$ cat src/spq_pkg.sv
package spq_pkg;

   localparam int DEPTH_DEFAULT = 8;
   localparam int VALUE_W = 32;
   localparam int STATUS_W = 2;
   localparam int COUNT_W = 4;

   typedef enum logic {
      MODE_INSERT = 1'b0,
      MODE_DELETE = 1'b1
   } mode_type;

   typedef enum logic [STATUS_W-1:0] {
      STATUS_OK        = 2'd0,
      STATUS_FULL      = 2'd1,
      STATUS_EMPTY     = 2'd2,
      STATUS_NOT_FOUND = 2'd3
   } status_type;

   typedef struct packed {
      logic                      ins_en;
      logic                      del_en;
      logic signed [VALUE_W-1:0] value;
   } cell_ctrl_type;

endpackage

$ cat src/spq_ifc.sv
interface spq_req_if import spq_pkg::*; ();
   logic                      valid;
   logic                      ready;
   logic                      mode;
   logic signed [VALUE_W-1:0] value;

   modport source (output valid, output mode, output value, input ready);
   modport sink (input valid, input mode, input value, output ready);
endinterface

interface spq_rsp_if import spq_pkg::*; ();
   logic                      valid;
   logic                      ready;
   logic [STATUS_W-1:0]       status;
   logic [COUNT_W-1:0]        count;
   logic                      top_valid;
   logic signed [VALUE_W-1:0] top_value;

   modport source (output valid, output status, output count, output top_valid,
                   output top_value, input ready);
   modport sink (input valid, input status, input count, input top_valid,
                 input top_value, output ready);
endinterface

$ cat src/spq_cell.sv
module spq_cell import spq_pkg::*; (
   input  logic                      clock,
   input  cell_ctrl_type             ctrl,
   input  logic                      occupied,
   input  logic                      left_take,
   input  logic signed [VALUE_W-1:0] left_value,
   input  logic signed [VALUE_W-1:0] right_value,
   output logic                      take,
   output logic                      match,
   output logic signed [VALUE_W-1:0] value_q,
   output logic signed [VALUE_W-1:0] value_next
);

   logic signed [VALUE_W-1:0] value_ff;
   logic signed [VALUE_W-1:0] value_in;
   logic                      greater;

   assign greater = value_ff > ctrl.value;
   assign take    = !occupied || !greater;
   assign match   = occupied && (value_ff == ctrl.value);

   always_comb begin
      value_in = value_ff;
      if (ctrl.ins_en) begin
         if (left_take) begin
            value_in = left_value;
         end else if (take) begin
            value_in = ctrl.value;
         end
      end else if (ctrl.del_en && !greater) begin
         value_in = right_value;
      end
   end

   always_ff @(posedge clock) begin
      value_ff <= value_in;
   end

   assign value_q    = value_ff;
   assign value_next = value_in;

endmodule

$ cat src/sorted_priority_queue_unit.sv
// Sorted priority queue of signed 32-bit values, largest at the head.
// The req channel carries one word per operation: mode selects insert or
// delete of the first entry equal to value. The rsp channel returns one
// word per operation with the status, the count after the operation and
// the current largest value (top_value is zero when the queue is empty).
// A row of DEPTH cells holds the entries; every cell compares its entry
// with the incoming value in parallel and takes its new entry from itself,
// its left neighbor, its right neighbor or the incoming value, so each
// operation completes in the cycle it is accepted.
// The response is registered: rsp valid rises in the cycle after acceptance,
// and one word per cycle is sustained while rsp is taken.
// When the receiver stalls, the response register holds its word and
// req ready drops until that word is taken; no word is lost.
// Reset empties the queue and clears rsp valid; the response data and the
// entry storage itself are not cleared and need no clearing pass.
module sorted_priority_queue_unit import spq_pkg::*; #(
   parameter int DEPTH = DEPTH_DEFAULT
) (
   input  logic    clock,
   input  logic    reset,
   spq_req_if.sink req_ch,
   spq_rsp_if.source rsp_ch
);

   localparam int CW = $clog2(DEPTH + 1);

   logic [CW-1:0]             count_ff;
   logic [CW-1:0]             count_in;
   logic                      rsp_valid_ff;
   logic                      rsp_valid_in;
   status_type                rsp_status_ff;
   status_type                rsp_status_in;
   logic [COUNT_W-1:0]        rsp_count_ff;
   logic                      rsp_top_valid_ff;
   logic signed [VALUE_W-1:0] rsp_top_value_ff;
   logic signed [VALUE_W-1:0] top_value_in;

   logic                      accept;
   logic                      full;
   logic                      empty;
   logic                      found;
   cell_ctrl_type             ctrl;

   logic                      take [DEPTH];
   logic [DEPTH-1:0]          match;
   logic signed [VALUE_W-1:0] value_q [DEPTH];
   logic signed [VALUE_W-1:0] value_next [DEPTH];

   assign req_ch.ready = !rsp_valid_ff || rsp_ch.ready;
   assign accept       = req_ch.valid && req_ch.ready;
   assign full         = count_ff == CW'(DEPTH);
   assign empty        = count_ff == '0;
   assign found        = |match;

   assign ctrl.value  = req_ch.value;
   assign ctrl.ins_en = accept && (req_ch.mode == MODE_INSERT) && !full;
   assign ctrl.del_en = accept && (req_ch.mode == MODE_DELETE) && found;

   for (genvar i = 0; i < DEPTH; i++) begin : g_cell
      logic                      occupied;
      logic                      left_take;
      logic signed [VALUE_W-1:0] left_value;
      logic signed [VALUE_W-1:0] right_value;

      assign occupied = CW'(i) < count_ff;

      if (i == 0) begin : g_head
         assign left_take  = 1'b0;
         assign left_value = value_q[i];
      end else begin : g_body
         assign left_take  = take[i-1];
         assign left_value = value_q[i-1];
      end

      if (i == DEPTH - 1) begin : g_tail
         assign right_value = value_q[i];
      end else begin : g_inner
         assign right_value = value_q[i+1];
      end

      spq_cell u_cell (
         .clock      (clock),
         .ctrl       (ctrl),
         .occupied   (occupied),
         .left_take  (left_take),
         .left_value (left_value),
         .right_value(right_value),
         .take       (take[i]),
         .match      (match[i]),
         .value_q    (value_q[i]),
         .value_next (value_next[i])
      );
   end

   always_comb begin
      count_in = count_ff;
      if (ctrl.ins_en) begin
         count_in = count_ff + CW'(1);
      end else if (ctrl.del_en) begin
         count_in = count_ff - CW'(1);
      end
   end

   always_comb begin
      if (req_ch.mode == MODE_INSERT) begin
         rsp_status_in = full ? STATUS_FULL : STATUS_OK;
      end else if (empty) begin
         rsp_status_in = STATUS_EMPTY;
      end else begin
         rsp_status_in = found ? STATUS_OK : STATUS_NOT_FOUND;
      end
   end

   assign top_value_in = (count_in != '0) ? value_next[0] : '0;
   assign rsp_valid_in = accept || (rsp_valid_ff && !rsp_ch.ready);

   always_ff @(posedge clock) begin
      if (reset) begin
         count_ff     <= '0;
         rsp_valid_ff <= 1'b0;
      end else begin
         count_ff     <= count_in;
         rsp_valid_ff <= rsp_valid_in;
      end
   end

   always_ff @(posedge clock) begin
      if (accept) begin
         rsp_status_ff    <= rsp_status_in;
         rsp_count_ff     <= COUNT_W'(count_in);
         rsp_top_valid_ff <= count_in != '0;
         rsp_top_value_ff <= top_value_in;
      end
   end

   assign rsp_ch.valid     = rsp_valid_ff;
   assign rsp_ch.status    = rsp_status_ff;
   assign rsp_ch.count     = rsp_count_ff;
   assign rsp_ch.top_valid = rsp_top_valid_ff;
   assign rsp_ch.top_value = rsp_top_value_ff;

`ifndef ASSERT_OFF
   a_count_bound: assert property (@(posedge clock) disable iff (reset)
      count_ff <= CW'(DEPTH))
      else $error("entry count exceeds queue depth");

   a_insert_grows: assert property (@(posedge clock) disable iff (reset)
      ctrl.ins_en |=> count_ff == $past(count_ff) + CW'(1))
      else $error("accepted insert did not add one entry");

   a_refused_keeps: assert property (@(posedge clock) disable iff (reset)
      (accept && rsp_status_in != STATUS_OK) |=> $stable(count_ff))
      else $error("refused operation changed the entry count");

   for (genvar j = 0; j + 1 < DEPTH; j++) begin : g_order_chk
      a_sorted: assert property (@(posedge clock) disable iff (reset)
         (CW'(j + 1) < count_ff) |-> (value_q[j] >= value_q[j+1]))
         else $error("stored entries are out of descending order");
   end
`endif

endmodule

$ cat src/flat_wrapper.sv
// flat-port wrapper written by rule: the top's interface ports become plain ports
module sorted_priority_queue_unit_flat import spq_pkg::*;
#(
   parameter int DEPTH = DEPTH_DEFAULT
)
  (clock, reset, req_ch_valid, req_ch_mode, req_ch_value, req_ch_ready, rsp_ch_valid, rsp_ch_status, rsp_ch_count, rsp_ch_top_valid, rsp_ch_top_value, rsp_ch_ready);
  spq_req_if req_ch_i ();
  spq_rsp_if rsp_ch_i ();
  input  logic clock;
  input  logic reset;
  input wire logic [$bits(req_ch_i.valid)-1:0] req_ch_valid;
  input wire logic [$bits(req_ch_i.mode)-1:0] req_ch_mode;
  input wire logic [$bits(req_ch_i.value)-1:0] req_ch_value;
  output wire logic [$bits(req_ch_i.ready)-1:0] req_ch_ready;
  output wire logic [$bits(rsp_ch_i.valid)-1:0] rsp_ch_valid;
  output wire logic [$bits(rsp_ch_i.status)-1:0] rsp_ch_status;
  output wire logic [$bits(rsp_ch_i.count)-1:0] rsp_ch_count;
  output wire logic [$bits(rsp_ch_i.top_valid)-1:0] rsp_ch_top_valid;
  output wire logic [$bits(rsp_ch_i.top_value)-1:0] rsp_ch_top_value;
  input wire logic [$bits(rsp_ch_i.ready)-1:0] rsp_ch_ready;
  assign req_ch_i.valid = req_ch_valid;
  assign req_ch_i.mode = req_ch_mode;
  assign req_ch_i.value = req_ch_value;
  assign req_ch_ready = req_ch_i.ready;
  assign rsp_ch_valid = rsp_ch_i.valid;
  assign rsp_ch_status = rsp_ch_i.status;
  assign rsp_ch_count = rsp_ch_i.count;
  assign rsp_ch_top_valid = rsp_ch_i.top_valid;
  assign rsp_ch_top_value = rsp_ch_i.top_value;
  assign rsp_ch_i.ready = rsp_ch_ready;
  sorted_priority_queue_unit #(.DEPTH(DEPTH)) u_core (.clock(clock), .reset(reset), .req_ch(req_ch_i), .rsp_ch(rsp_ch_i));
endmodule
$ cat config.mk
export PLATFORM = sky130hd
export DESIGN_NAME = sorted_priority_queue_unit_flat
export DESIGN_NICKNAME = d
export VERILOG_FILES = /design/src/spq_pkg.sv /design/src/spq_ifc.sv /design/src/spq_cell.sv /design/src/sorted_priority_queue_unit.sv /design/src/flat_wrapper.sv
export SDC_FILE = /design/constraint.sdc
export NUM_CORES = 1
export LEC_CHECK = 0
export BUFFER_PORTS_ARGS = -buffer_cell sky130_fd_sc_hd__clkbuf_2
export CELL_PAD_IN_SITES_DETAIL_PLACEMENT = 1
export CELL_PAD_IN_SITES_GLOBAL_PLACEMENT = 2
export CORE_ASPECT_RATIO = 2
export CORE_MARGIN = 5
export CORE_UTILIZATION = 45
export DETAILED_ROUTE_END_ITERATION = 16
export HOLD_SLACK_MARGIN = 0.03
export MAX_ROUTING_LAYER = met4
export PLACE_DENSITY_LB_ADDON = 0.1
export SYNTH_ARGS = -nofsm -noshare
export SYNTH_HDL_FRONTEND = slang
export SYNTH_SLANG_ARGS = --single-unit
$ cat constraint.sdc
create_clock -name clock -period 12.71 [get_ports clock]
set_input_delay 2.542 -clock clock [delete_from_list [all_inputs] [get_ports clock]]
set_output_delay 2.542 -clock clock [all_outputs]
set_load 0.005 [all_outputs]
==> impl_metrics.env <==
export IMPL_relSlewSlack=0.1442
export IMPL_core_mm2=0.04583
export IMPL_synthTopCellsByArea="edfxtp_1, ha_1, mux2i_1"
export IMPL_critPathKind="primary input to flip-flop"
export IMPL_yosysMostFrequentCell="edfxtp_1"
export IMPL_synth_seq_cells=300
export IMPL_ff2ff_path_depth=11
export IMPL_ys_types=70
export IMPL_ctsHoldBuffers=0
export IMPL_via_per_inst=6.562
export IMPL_postRouteAntennaNets=0
export IMPL_vdd_ir_drop_max_mv=0.1128
export IMPL_first_global_vias=18780
export IMPL_ys_seq_area_frac=0.4150
export IMPL_hp_class="flip-flop to flip-flop"
export IMPL_end_kind="flip-flop"
export IMPL_power_density_mw_per_mm2=126.2
export IMPL_synthCells=2075
export IMPL_place_area_mm2=0.02163
export IMPL_synth_ff_type="edfxtp_1"
export IMPL_setup_viol=0
export IMPL_critPathMaxFanout=32
export IMPL_die_h_um=314.1
export IMPL_hold_end="u_core.rsp_ch.valid"
export IMPL_ios=78
export IMPL_power_leakage_uw=0.009039
export IMPL_gp_congestion=1.002
export IMPL_syn_to_final_growth_pct=8.717
export IMPL_min_from="u_core.rsp_ch.valid"
export IMPL_hold_depth=2
export IMPL_arrival_ns=7.68
export IMPL_clock_latency_ns=0.62
export IMPL_clock_sinks=300
export IMPL_internal_power_uw=1925
export IMPL_synth_nets=2372
export IMPL_n_fill_cell=5103
export IMPL_rsz0062_at_grt="no"
export IMPL_setup_tns_ns=0
export IMPL_first_pass_iters=7
export IMPL_routed_wl_mm=85.16
export IMPL_dieArea_mm2=0.05092
export IMPL_num_rows=111
export IMPL_placed_cells=2611
export IMPL_maxCapViolCount=0
export IMPL_switchingPower_uw=931.6
export IMPL_switching_share=0.3261
export IMPL_antenna_found_initial=0
export IMPL_period_share=0.5817
export IMPL_seqPwrFrac=0.446
export IMPL_synth_common_cells="edfxtp_1, ha_1, a21oi_1"
export IMPL_drc_errors=0
export IMPL_gr_total_overflow=0
export IMPL_post_cts_resized=0
export IMPL_dp_hpwl_mm=62.30
export IMPL_htreeDepth=1
export IMPL_drtIter0Drc=985
export IMPL_final_layout_size_suffix_gt1_frac=0.1070
export IMPL_cts_tree="yes"
export IMPL_clock_skew_ns=0.01538
export IMPL_synth_top_area_frac=0.3794
export IMPL_setup_ws_ns=5.317
export IMPL_grt_pass1_wl_mm=123.0
export IMPL_async_reset_ff_frac=0
export IMPL_pre_cts_ws_ns=4.653
export IMPL_antenna_cells=0
export IMPL_clockBufferDepth=3
export IMPL_layout_nets=2376
export IMPL_rrSetupSlack_ns=7.24
export IMPL_max_slew_worst_pin_slew_ns=1.251
export IMPL_cts_setup_buffers=0
export IMPL_required_ns=12.99
export IMPL_grt_usage=0.3377
export IMPL_root_buffer="clkbuf_16"
export IMPL_synth_edf_count=263
export IMPL_timing_rr_end="u_core.g_cell[5].u_cell.value_q[2]"
export IMPL_status="finished clean"
export IMPL_fmax_mhz=135.3
export IMPL_syn_area_per_cell_um2=10.03
export IMPL_maxSlewViolCount=0
export IMPL_yosys_warnings=0
export IMPL_dieWidth_um=162.1
export IMPL_design_area_mm2=0.02263
export IMPL_portBuffers=77
export IMPL_start_util=0.4541
export IMPL_rr_startpoint="u_core.g_cell[4].u_cell.value_q[11]"
export IMPL_grt_max_degree=161
export IMPL_yosysTopAreaCell="edfxtp_1"
export IMPL_hold_viol=0
export IMPL_p_clk_frac=0.334
export IMPL_pwr_share_comb=0.221
export IMPL_clkSlewWorstSetupHoldPaths_ns=0.06
export IMPL_drt_wirelength_per_cell_um=31.93
export IMPL_netlist_area_mm2=0.02081
export IMPL_vias=17500
export IMPL_final_cells=2667
export IMPL_fin_util=0.4937
export IMPL_cp_start_kind="primary input"
export IMPL_cts_made_buffers=31
export IMPL_fin_crit_ns=7.393
routing by layer:
| layer | vias to the layer above | global-route usage | share of wire |
|---|---|---|---|
| li1 | 7874 | - | - |
| met4 | 0 | 0.2311 | 0.085 |
| met2 | 525 | 0.6369 | 0.55 |
| met5 | - | - | 0 |
| met3 | 275 | 0.02777 | 0.031 |
| met1 | 8827 | 0.3194 | 0.34 |
layout by cell type, fill, tap and decap left out, drive strengths merged, types with 4 or more instances in the layout:
cell	count
nor2b	20
dfxtp	37
bufinv	4
or2	5
nor2	151
clkinv	9
o2111ai	7
nand3	94
buf	28
o21ai	91
a32oi	32
a211oi	4
clkinvlp	4
edfxtp	263
o211ai	45
inv	58
o21a	8
o311a	4
clkbuf	115
mux2	34
a21boi	4
mux2i	130
nand2b	4
and4	7
a21oi	223
nor3	12
a31oi	33
nor4	15
nand2	217
nand4	72
a21o	68
ha	260
a2111oi	4
final cells by class:
type	count	area (um^2)	area share
Inverter	57	214.0	0.009455
Sequential cell	300	8638	0.3818
Tap cell	565	706.9	0.03124
Clock buffer	38	802.0	0.03544
Multi-Input combinational cell	1584	11460	0.5064
Clock inverter	18	198.9	0.008792
Timing Repair Buffer	105	608.1	0.02687
metrics by stage:
stage / total power (uW) / hold WS (ns)
after global routing: 2968 / 0.5927
after global placement: 1892 / 0.5130
after detailed placement: 1916 / 0.5341
final: 2857 / 0.5576
after CTS: 2868 / 0.5687
after floorplan: 1648 / 0.5019
power groups by stage:
stage                     Combinational [uW]  Sequential, uW  Clock [uW]
after floorplan                          405            1240           0
after global placement                   598            1290           0
after detailed placement                 623            1290           0
after CTS                                627            1270         968
after global routing                     686            1280        1010
final                                    630            1270         954
state kept, by name (all words and copies together), names as in the netlist:
signal                        count
u_core.count_ff                   4
u_core.g_cell.u_cell.value_q    256
u_core.rsp_ch.count               4
u_core.rsp_ch.status              2
u_core.rsp_ch.top_valid           1
u_core.rsp_ch.top_value          32
u_core.rsp_ch.valid               1
worst max-delay path by stage:
stage | to | cells after the start | startpoint
detailed placement | u_core.g_cell[5].u_cell.value_q[4] | 13 | req_ch_value[11]
global placement | u_core.g_cell[5].u_cell.value_q[4] | 13 | req_ch_value[9]
floorplan | u_core.g_cell[5].u_cell.value_q[0] | 12 | req_ch_value[13]
finish | u_core.g_cell[5].u_cell.value_q[2] | 13 | req_ch_value[9]
CTS | u_core.g_cell[5].u_cell.value_q[3] | 13 | req_ch_value[11]
global route | u_core.g_cell[5].u_cell.value_q[5] | 13 | req_ch_value[11]
logic make-up (layout without fill, tap and decap cells):
family,after synthesis,count (layout),share of synthesized area
AND/OR/NAND/NOR,607,607,0.1389
AO/OA/AOI/OAI,549,549,0.1665
flip-flops,300,300,0.4150
adder cells (fa/ha/maj),260,260,0.1563
buffers and inverters,191,218,0.03950
multiplexers,164,164,0.08212
XOR/XNOR,4,4,0.001684
critical path, cell delays in order:
cell and delay (ns):
clkbuf_2 0.20, inv_1 0.21, ha_1 0.37, a21oi_1 0.16
o21ai_0 0.16, a221o_1 0.42, a2111oi_0 1.10, o211a_1 0.35
mux2i_4 0.85, buf_4 0.60, o2bb2ai_1 0.23, a21oi_4 0.04
buf_4 0.37
(Power assumes the default switching activity.)
